==> src/rtl/core/u2c_pkg.sv <==
// Package for the UTF-8 to code page 437 converter.
// Holds the byte and beat types, the lead byte decoder and the code page table.
// No dependencies.
package u2c_pkg;

  localparam int CNT_W = 6;
  localparam int ACC_W = 32;
  localparam int BURST_MAX = 3;

  typedef logic [7:0] byte_t;

  typedef struct packed {
    byte_t data;
    logic  is_end;
  } beat_t;

  typedef struct packed {
    beat_t [BURST_MAX-1:0] beat;
    logic  [1:0]           n;
  } burst_t;

  typedef struct packed {
    logic       can_load;
    logic [1:0] level;
  } obuf_status_t;

  function automatic logic [6:0] lead_value(input byte_t b);
    logic [6:0] v;
    logic       run;
    v   = b[6:0];
    run = b[7];
    for (int i = 6; i >= 0; i--) begin
      if (run && v[i]) begin
        v[i] = 1'b0;
      end else begin
        run = 1'b0;
      end
    end
    return v;
  endfunction

  function automatic byte_t cp437_map(input logic [ACC_W-1:0] cp);
    byte_t m;
    m = cp[7:0];
    if (cp[ACC_W-1:16] == '0) begin
      case (cp[15:0])
        16'h00C7: m = 8'h80; 16'h00FC: m = 8'h81; 16'h00E9: m = 8'h82; 16'h00E2: m = 8'h83;
        16'h00E4: m = 8'h84; 16'h00E0: m = 8'h85; 16'h00E5: m = 8'h86; 16'h00E7: m = 8'h87;
        16'h00EA: m = 8'h88; 16'h00EB: m = 8'h89; 16'h00E8: m = 8'h8A; 16'h00EF: m = 8'h8B;
        16'h00EE: m = 8'h8C; 16'h00EC: m = 8'h8D; 16'h00C4: m = 8'h8E; 16'h00C5: m = 8'h8F;
        16'h00C9: m = 8'h90; 16'h00E6: m = 8'h91; 16'h00C6: m = 8'h92; 16'h00F4: m = 8'h93;
        16'h00F6: m = 8'h94; 16'h00F2: m = 8'h95; 16'h00FB: m = 8'h96; 16'h00F9: m = 8'h97;
        16'h00FF: m = 8'h98; 16'h00D6: m = 8'h99; 16'h00DC: m = 8'h9A; 16'h00A2: m = 8'h9B;
        16'h00A3: m = 8'h9C; 16'h00A5: m = 8'h9D; 16'h20A7: m = 8'h9E; 16'h0192: m = 8'h9F;
        16'h00E1: m = 8'hA0; 16'h00ED: m = 8'hA1; 16'h00F3: m = 8'hA2; 16'h00FA: m = 8'hA3;
        16'h00F1: m = 8'hA4; 16'h00D1: m = 8'hA5; 16'h00AA: m = 8'hA6; 16'h00BA: m = 8'hA7;
        16'h00BF: m = 8'hA8; 16'h2310: m = 8'hA9; 16'h00AC: m = 8'hAA; 16'h00BD: m = 8'hAB;
        16'h00BC: m = 8'hAC; 16'h00A1: m = 8'hAD; 16'h00AB: m = 8'hAE; 16'h00BB: m = 8'hAF;
        16'h2591: m = 8'hB0; 16'h2592: m = 8'hB1; 16'h2593: m = 8'hB2; 16'h2502: m = 8'hB3;
        16'h2524: m = 8'hB4; 16'h2561: m = 8'hB5; 16'h2562: m = 8'hB6; 16'h2556: m = 8'hB7;
        16'h2555: m = 8'hB8; 16'h2563: m = 8'hB9; 16'h2551: m = 8'hBA; 16'h2557: m = 8'hBB;
        16'h255D: m = 8'hBC; 16'h255C: m = 8'hBD; 16'h255B: m = 8'hBE; 16'h2510: m = 8'hBF;
        16'h2514: m = 8'hC0; 16'h2534: m = 8'hC1; 16'h252C: m = 8'hC2; 16'h251C: m = 8'hC3;
        16'h2500: m = 8'hC4; 16'h253C: m = 8'hC5; 16'h255E: m = 8'hC6; 16'h255F: m = 8'hC7;
        16'h255A: m = 8'hC8; 16'h2554: m = 8'hC9; 16'h2569: m = 8'hCA; 16'h2566: m = 8'hCB;
        16'h2560: m = 8'hCC; 16'h2550: m = 8'hCD; 16'h256C: m = 8'hCE; 16'h2567: m = 8'hCF;
        16'h2568: m = 8'hD0; 16'h2564: m = 8'hD1; 16'h2565: m = 8'hD2; 16'h2559: m = 8'hD3;
        16'h2558: m = 8'hD4; 16'h2552: m = 8'hD5; 16'h2553: m = 8'hD6; 16'h256B: m = 8'hD7;
        16'h256A: m = 8'hD8; 16'h2518: m = 8'hD9; 16'h250C: m = 8'hDA; 16'h2588: m = 8'hDB;
        16'h2584: m = 8'hDC; 16'h258C: m = 8'hDD; 16'h2590: m = 8'hDE; 16'h2580: m = 8'hDF;
        16'h03B1: m = 8'hE0; 16'h00DF: m = 8'hE1; 16'h0393: m = 8'hE2; 16'h03C0: m = 8'hE3;
        16'h03A3: m = 8'hE4; 16'h03C3: m = 8'hE5; 16'h00B5: m = 8'hE6; 16'h03C4: m = 8'hE7;
        16'h03A6: m = 8'hE8; 16'h0398: m = 8'hE9; 16'h03A9: m = 8'hEA; 16'h03B4: m = 8'hEB;
        16'h221E: m = 8'hEC; 16'h03C6: m = 8'hED; 16'h03B5: m = 8'hEE; 16'h2229: m = 8'hEF;
        16'h2261: m = 8'hF0; 16'h00B1: m = 8'hF1; 16'h2265: m = 8'hF2; 16'h2264: m = 8'hF3;
        16'h2320: m = 8'hF4; 16'h2321: m = 8'hF5; 16'h00F7: m = 8'hF6; 16'h2248: m = 8'hF7;
        16'h00B0: m = 8'hF8; 16'h2219: m = 8'hF9; 16'h00B7: m = 8'hFA; 16'h221A: m = 8'hFB;
        16'h207F: m = 8'hFC; 16'h00B2: m = 8'hFD; 16'h25A0: m = 8'hFE; 16'h00A0: m = 8'hFF;
        default: m = cp[7:0];
      endcase
    end
    return m;
  endfunction

endpackage

==> src/rtl/core/u2c_ifs.sv <==
// Valid/ready channel interfaces for the UTF-8 to code page 437 converter.
// Depends on u2c_pkg.
interface u2c_in_if;
  import u2c_pkg::*;
  logic  valid;
  logic  ready;
  byte_t in_byte;
  logic  in_last;
  modport source (output valid, output in_byte, output in_last, input ready);
  modport sink (input valid, input in_byte, input in_last, output ready);
endinterface

interface u2c_out_if;
  import u2c_pkg::*;
  logic  valid;
  logic  ready;
  byte_t out_byte;
  logic  out_end;
  modport source (output valid, output out_byte, output out_end, input ready);
  modport sink (input valid, input out_byte, input out_end, output ready);
endinterface

==> src/rtl/core/utf8_to_cp437_converter_top.sv <==
// Top level of the UTF-8 to code page 437 string converter.
// Depends on u2c_pkg, u2c_ifs, u2c_decode and u2c_outbuf.
//
// The input channel carries one UTF-8 byte per beat with a flag on the final byte
// of a string. The result channel carries code page 437 bytes, and every string is
// closed by a terminator beat with out_end set and a zero byte.
// An accepted byte yields zero, one, two or three result beats. They appear on the
// result channel from the cycle after acceptance, one per cycle while the receiver is ready.
// The input is ready while the three-entry result buffer is empty or is handing over
// its last beat, so a stream whose bytes yield at most one beat each runs at one byte
// per cycle while the receiver is ready; a byte yielding more beats holds the input
// until all but its last are handed over; a byte that yields none does not hold it.
// When the receiver stalls, the buffered beats hold and the input stops while the
// buffer holds any beat.
// At most MAX_CHARS decoded characters are sent per string; the rest are dropped.
// cfg_wr_en writes cfg_wr_data to the convert enable bit; with it clear, bytes pass
// through unchanged. Write it only while the block is idle.
// Reset clears the decoder state and the buffer and sets the convert enable bit.
module utf8_to_cp437_converter_top #(
  parameter int MAX_CHARS = 50
) (
  input  logic      clk,
  input  logic      rst_n,
  u2c_in_if.sink    in_ch,
  u2c_out_if.source out_ch,
  input  logic      cfg_wr_en,
  input  logic      cfg_wr_data
);
  import u2c_pkg::*;

  logic         convert_en_r;
  logic         in_fire;
  burst_t       burst;
  beat_t        head;
  obuf_status_t status;
  logic [1:0]   last_idx;

  always_ff @(posedge clk) begin
    if (!rst_n) begin
      convert_en_r <= 1'b1;
    end else if (cfg_wr_en) begin
      convert_en_r <= cfg_wr_data;
    end
  end

  assign in_ch.ready = status.can_load;
  assign in_fire     = in_ch.valid && in_ch.ready;

  u2c_decode #(
    .MAX_CHARS(MAX_CHARS)
  ) u_decode (
    .clk       (clk),
    .rst_n     (rst_n),
    .convert_en(convert_en_r),
    .fire      (in_fire),
    .in_byte   (in_ch.in_byte),
    .in_last   (in_ch.in_last),
    .burst     (burst)
  );

  u2c_outbuf u_outbuf (
    .clk      (clk),
    .rst_n    (rst_n),
    .load     (in_fire),
    .burst    (burst),
    .out_ready(out_ch.ready),
    .out_valid(out_ch.valid),
    .head     (head),
    .status   (status)
  );

  assign out_ch.out_byte = head.data;
  assign out_ch.out_end  = head.is_end;

  assign last_idx = burst.n - 2'd1;

  a_level_follows_burst: assert property (@(posedge clk) disable iff (!rst_n)
    in_fire |=> status.level == $past(burst.n))
    else $error("result buffer level does not match the loaded burst");

  a_last_ends_burst: assert property (@(posedge clk) disable iff (!rst_n)
    in_fire && in_ch.in_last |-> (burst.n != 2'd0) && burst.beat[last_idx].is_end)
    else $error("final byte did not produce a closing terminator beat");

  a_pass_one_beat: assert property (@(posedge clk) disable iff (!rst_n)
    in_fire && !convert_en_r && !in_ch.in_last |-> burst.n == 2'd1)
    else $error("pass-through byte did not produce exactly one beat");

endmodule

==> src/rtl/core/u2c_decode.sv <==
// Lenient UTF-8 decoder with code page 437 mapping, per-string character limit and a pass-through mode.
// Produces the ordered result beats for one accepted byte. Depends on u2c_pkg.
module u2c_decode #(
  parameter int MAX_CHARS = 50
) (
  input  logic            clk,
  input  logic            rst_n,
  input  logic            convert_en,
  input  logic            fire,
  input  u2c_pkg::byte_t  in_byte,
  input  logic            in_last,
  output u2c_pkg::burst_t burst
);
  import u2c_pkg::*;

  localparam logic [CNT_W-1:0] MaxCnt = CNT_W'(MAX_CHARS);

  logic [ACC_W-1:0] acc_r, acc_nxt, acc_mid;
  logic             pend_r, pend_nxt, pend_mid;
  logic [CNT_W-1:0] cnt_r, cnt_nxt, cnt_mid;
  logic             cont;
  logic [2:0]       cand_v;
  beat_t [2:0]      cand;
  logic [1:0]       n;

  assign cont = (in_byte[7:6] == 2'b10) && pend_r;

  always_comb begin
    cand_v   = '0;
    cand     = '0;
    acc_mid  = acc_r;
    pend_mid = pend_r;
    cnt_mid  = cnt_r;
    if (!convert_en) begin
      cand_v[0]       = 1'b1;
      cand[0].data    = in_byte;
      acc_mid         = '0;
      pend_mid        = 1'b0;
    end else if (cont) begin
      acc_mid  = {acc_r[ACC_W-7:0], in_byte[5:0]};
      pend_mid = 1'b1;
    end else begin
      if (pend_r && (cnt_r < MaxCnt)) begin
        cand_v[0]    = 1'b1;
        cand[0].data = cp437_map(acc_r);
        cnt_mid      = cnt_r + 1'b1;
      end
      acc_mid  = {{(ACC_W-7){1'b0}}, lead_value(in_byte)};
      pend_mid = 1'b1;
    end

    if (in_last) begin
      if (pend_mid && (cnt_mid < MaxCnt)) begin
        cand_v[1]    = 1'b1;
        cand[1].data = cp437_map(acc_mid);
      end
      cand_v[2]       = 1'b1;
      cand[2].data    = '0;
      cand[2].is_end  = 1'b1;
      acc_nxt  = '0;
      pend_nxt = 1'b0;
      cnt_nxt  = '0;
    end else begin
      acc_nxt  = acc_mid;
      pend_nxt = pend_mid;
      cnt_nxt  = cnt_mid;
    end
  end

  always_comb begin
    burst = '0;
    n     = '0;
    for (int k = 0; k < BURST_MAX; k++) begin
      if (cand_v[k]) begin
        burst.beat[n] = cand[k];
        n = n + 1'b1;
      end
    end
    burst.n = n;
  end

  always_ff @(posedge clk) begin
    if (!rst_n) begin
      acc_r  <= '0;
      pend_r <= 1'b0;
      cnt_r  <= '0;
    end else if (fire) begin
      acc_r  <= acc_nxt;
      pend_r <= pend_nxt;
      cnt_r  <= cnt_nxt;
    end
  end

endmodule

==> src/rtl/core/u2c_outbuf.sv <==
// Result buffer holding up to three beats and draining one beat per cycle while out_ready is high.
// Depends on u2c_pkg.
module u2c_outbuf (
  input  logic                  clk,
  input  logic                  rst_n,
  input  logic                  load,
  input  u2c_pkg::burst_t       burst,
  input  logic                  out_ready,
  output logic                  out_valid,
  output u2c_pkg::beat_t        head,
  output u2c_pkg::obuf_status_t status
);
  import u2c_pkg::*;

  beat_t [BURST_MAX-1:0] beats_r;
  logic [1:0]            level_r;
  logic                  pop;

  assign out_valid       = (level_r != 2'd0);
  assign head            = beats_r[0];
  assign pop             = out_valid && out_ready;
  assign status.level    = level_r;
  assign status.can_load = (level_r == 2'd0) || ((level_r == 2'd1) && out_ready);

  always_ff @(posedge clk) begin
    if (load) begin
      beats_r <= burst.beat;
    end else if (pop) begin
      beats_r[0] <= beats_r[1];
      beats_r[1] <= beats_r[2];
    end
  end

  always_ff @(posedge clk) begin
    if (!rst_n) begin
      level_r <= 2'd0;
    end else if (load) begin
      level_r <= burst.n;
    end else if (pop) begin
      level_r <= level_r - 2'd1;
    end
  end

endmodule

==> src/flat_wrapper.sv <==
// flat-port wrapper written by rule: the top's interface ports become plain ports
module utf8_to_cp437_converter_top_flat import u2c_pkg::*;
#(
  parameter int MAX_CHARS = 50
)
  (clk, rst_n, cfg_wr_en, cfg_wr_data, in_ch_valid, in_ch_in_byte, in_ch_in_last, in_ch_ready, out_ch_valid, out_ch_out_byte, out_ch_out_end, out_ch_ready);
  u2c_in_if in_ch_i ();
  u2c_out_if out_ch_i ();
  input  logic clk;
  input  logic rst_n;
  input  logic cfg_wr_en;
  input  logic cfg_wr_data;
  input wire logic [$bits(in_ch_i.valid)-1:0] in_ch_valid;
  input wire logic [$bits(in_ch_i.in_byte)-1:0] in_ch_in_byte;
  input wire logic [$bits(in_ch_i.in_last)-1:0] in_ch_in_last;
  output wire logic [$bits(in_ch_i.ready)-1:0] in_ch_ready;
  output wire logic [$bits(out_ch_i.valid)-1:0] out_ch_valid;
  output wire logic [$bits(out_ch_i.out_byte)-1:0] out_ch_out_byte;
  output wire logic [$bits(out_ch_i.out_end)-1:0] out_ch_out_end;
  input wire logic [$bits(out_ch_i.ready)-1:0] out_ch_ready;
  assign in_ch_i.valid = in_ch_valid;
  assign in_ch_i.in_byte = in_ch_in_byte;
  assign in_ch_i.in_last = in_ch_in_last;
  assign in_ch_ready = in_ch_i.ready;
  assign out_ch_valid = out_ch_i.valid;
  assign out_ch_out_byte = out_ch_i.out_byte;
  assign out_ch_out_end = out_ch_i.out_end;
  assign out_ch_i.ready = out_ch_ready;
  utf8_to_cp437_converter_top #(.MAX_CHARS(MAX_CHARS)) u_core (.clk(clk), .rst_n(rst_n), .in_ch(in_ch_i), .out_ch(out_ch_i), .cfg_wr_en(cfg_wr_en), .cfg_wr_data(cfg_wr_data));
endmodule
==> config.mk <==
export PLATFORM = sky130hd
export DESIGN_NAME = utf8_to_cp437_converter_top_flat
export DESIGN_NICKNAME = d
export VERILOG_FILES = /design/src/rtl/core/u2c_pkg.sv /design/src/rtl/core/u2c_ifs.sv /design/src/rtl/core/utf8_to_cp437_converter_top.sv /design/src/rtl/core/u2c_decode.sv /design/src/rtl/core/u2c_outbuf.sv /design/src/flat_wrapper.sv
export SDC_FILE = /design/constraint.sdc
export NUM_CORES = 1
export LEC_CHECK = 0
export ABC_CLOCK_PERIOD_IN_PS = 3600
export BUFFER_PORTS_ARGS = -buffer_cell sky130_fd_sc_hd__buf_4
export CAP_MARGIN = 20
export CORE_MARGIN = 2
export CORE_UTILIZATION = 45
export CTS_BUF_LIST = sky130_fd_sc_hd__clkbuf_4 sky130_fd_sc_hd__clkbuf_8 sky130_fd_sc_hd__clkbuf_16
export DETAILED_ROUTE_END_ITERATION = 10
export PLACE_DENSITY = 0.61
export REMOVE_ABC_BUFFERS = 1
export SYNTH_ARGS = -nofsm -noshare
export SYNTH_HDL_FRONTEND = slang
export SYNTH_SLANG_ARGS = --single-unit
==> constraint.sdc <==
create_clock -name clk -period 3.6 [get_ports clk]
set_clock_uncertainty 0.2 [all_clocks]
set_input_delay 0.54 -clock clk [delete_from_list [all_inputs] [get_ports clk]]
set_output_delay 0.54 -clock clk [all_outputs]
set_load 0.005 [all_outputs]
==> flow_summary.ini <==
[pwr]
powerDensity_mw_per_mm2 = 231
power_mw = 2.88
clockPowerShare = 0.331
internal-power_mw = 1.84
switching_share = 0.361
p_leak_nw = 4.91
power_frac_seq = 0.289
power_switching_mw = 1.04
combPwrFrac = 0.380
ir_drop_mv = 0.285

[outcome]
status = finished with violations
violations = negative setup slack

[die]
die_y_um = 145
rows = 51
io_pins = 26
initial_core_util = 0.460
die_area_mm2 = 0.0210
coreArea_mm2 = 0.0195
die_w_um = 145

[timing]
setup_tns_ns = -0.0104
worst_slack_ns = -0.0104
slew_headroom = 0.422
finalHoldViolations = 0
period_needed_ns = 3.61
worstMarginPinSlew_ns = 0.860
drv_slew = 0
period_share = 1.00
rsz0062_at_grt = true
max_freq_ghz = 0.277
finalSetupViolCount = 1

[clock_network]
cts_root_buf = clkbuf_16
h-tree-depth = 3
numCtsBuffers = 9
clkTransAtPathRegs_ns = 0.05
cts_sinks = 61
tritoncts = done
clk_path_buf_depth = 2
clock_latency_ns = 0.34

[yosys]
syn_area_per_cell_um2 = 7.17
synth.distinct_cells = 109
synth_warnings = 0
synthTopCellsByArea = dfxtp_1, edfxtp_1, nor2_1
synth_ff_type = dfxtp_1
ys_ff_latch = 61
seq_area_frac_synth = 0.158
synth_edf_count = 19
yosysTopAreaCellShare = 0.0939
synth_top_area_cell = dfxtp_1
yosys-top-cells-count = nor2_1, nand2_1, o21ai_0
synth.cell_area_mm2 = 0.00895
synth_cells = 1248
synth.most_common_cell = nor2_1
synthArstFlopShare = 0

[finish]
area_growth_syn_to_layout_pct = 39.2
stdcell_count = 1807
n_antenna_cell = 0
drive_gt1_frac = 0.344
fillers = 1728
fin_nets = 1558

[worst_setup_path]
critical_path_peak_fanout = 16
crit_slowest_cell = nor4b_1
path_buf_inv = 3
ff2ff_setup_slack_ns = -0.01
r2r_cells = 12
crit_required_ns = 3.60
reg2reg_from = u_core.u_decode.acc_r[2]
crit_family = simple AND/OR/NAND/NOR gates
worst-setup-path-type = flip-flop to flip-flop
max_stage_delay_ns = 0.54
crit_chain = buf_12, buf_6, nor4b_1, buf_4, nand4_1, o41a_1, nor4b_2, and4_1, a31oi_4, nor3_1, a211oi_1, a31o_1
rr_endpoint = u_core.u_outbuf.head[5]
cp-end-kind = flip-flop
start_kind = flip-flop
critPathArrivalTime_ns = 3.61

[placed_design]
gp_congestion = 1.13
dp.cells = 1789
dpl.hpwl_um = 38600
io_buffers = 25
pre_cts_ws_ns = -0.406

[global_route]
grt_max_degree = 43
grt_pass1_wl_um = 73100
grt_pass1_vias = 11983
track_usage = 0.446
grt_antenna_before_repair = 0
grt-ovfl-total = 0

[routing]
vias = 12888
drcViolationCount = 0
finalWirelength_um = 49100
viasPerCell = 7.13
drtPass1Iterations = 6
avgRoutedWirePerCell_um = 27.2
drt-initial-drc-count = 2231
final_antenna_net_count = 0

[job]
cap_violations = 0

[hold_path]
hold_depth = 2
hp-start = cfg_wr_en
min_to = u_core.convert_en_r
hold_path_class = input port to flip-flop
[stage by stage]
stage	instance area, um2	utilization	hold WS [ns]
3_3_place_gp	11900	0.609	0.286
3_5_place_dp	11900	0.609	0.324
2_1_floorplan	8260	-	0.272
5_1_grt	12500	0.640	0.226
4_1_cts	12200	0.628	0.219
6_report	12500	0.640	0.219
[repair_timing]
| action | 4_1_cts | 5_1_grt |
|---|---|---|
| buffers inserted | 0 | 2 |
| setup endpoints to repair | 12 | 13 |
| hold buffers | 0 | 0 |
| gates resized for setup | 8 | 46 |
| endpoints found under the hold margin | 0 | 0 |
| pin swaps | 0 | 5 |
[logic make-up after synthesis]
logic type / share of synthesized area
XOR/XNOR: 0.00783
flip-flops: 0.158
buffers and inverters: 0.0843
AND/OR/NAND/NOR: 0.431
adder cells (fa/ha/maj): 0.00838
AO/OA/AOI/OAI: 0.298
multiplexers: 0.0117
other: 0.000419
[power by group through the flow]
stage               clock network [mW]  registers, mW  logic [mW]
floorplan                            0          0.866       0.429
global placement                     0          0.845        1.00
detailed placement                   0          0.845        1.02
CTS                              0.952          0.832        1.03
global route                     0.978          0.837        1.14
finish                           0.954          0.832        1.09
[cells in the final DEF, fill, tap and decap left out, drive strengths merged, types with 9 or more instances in the layout]
| cell | count |
|---|---|
| a2111oi | 9 |
| a211oi | 12 |
| a21oi | 55 |
| a22oi | 46 |
| a31oi | 25 |
| a32oi | 15 |
| and2 | 10 |
| and3 | 10 |
| buf | 412 |
| clkbuf | 11 |
| dfxtp | 42 |
| edfxtp | 19 |
| inv | 18 |
| mux2i | 9 |
| nand2 | 105 |
| nand2b | 18 |
| nand3 | 41 |
| nand4 | 43 |
| nor2 | 108 |
| nor2b | 60 |
| nor3 | 62 |
| nor4 | 71 |
| nor4b | 12 |
| nor4bb | 9 |
| o211ai | 12 |
| o21ai | 69 |
| o22ai | 12 |
| o31ai | 19 |
| or2 | 9 |
| or3 | 14 |
| or4 | 12 |
[final cells by class]
type,instances,area (um2),area share
Sequential cell,61,1430,0.115
Tap cell,265,332,0.0266
Clock inverter,5,61.3,0.00492
Inverter,16,60.1,0.00482
Clock buffer,11,275,0.0221
Timing Repair Buffer,412,3280,0.263
Multi-Input combinational cell,1037,7030,0.564
[routing by layer]
metal / vias up / global-route usage / share of wire
met5: - / 0 / 0
met4: 0 / 0.158 / 0.046
met3: 215 / 0.175 / 0.17
met2: 1166 / 0.625 / 0.39
met1: 6026 / 0.616 / 0.39
li1: 5481 / - / -
[worst max-delay path by stage]
stage | slack, ns | end | cells past startpoint | from
5_1_grt | -0.07 | u_core.u_outbuf.head[5] | 12 | u_core.u_decode.acc_r[14]
4_1_cts | 0.007 | u_core.u_outbuf.head[1] | 11 | u_core.u_decode.acc_r[4]
3_3_place_gp | -0.48 | u_core.u_outbuf.head[8] | 13 | in_ch_in_byte[7]
3_5_place_dp | -0.41 | u_core.u_outbuf.head[3] | 13 | u_core.u_decode.acc_r[6]
2_1_floorplan | -0.60 | u_core.u_outbuf.head[5] | 9 | u_core.u_decode.acc_r[4]
6_report | -0.01 | u_core.u_outbuf.head[5] | 12 | u_core.u_decode.acc_r[2]
[flip-flops by register name (all words and copies together) (netlist names)]
signal,count
u_core.convert_en_r,1
u_core.u_outbuf.head,9
u_core.u_decode.acc_r,32
u_core.u_outbuf.level_r,2
u_core.u_outbuf.beats_r,10
u_core.u_decode.pend_r,1
u_core.u_decode.cnt_r,6
No activity file was read; power rests on OpenSTA's default activity.
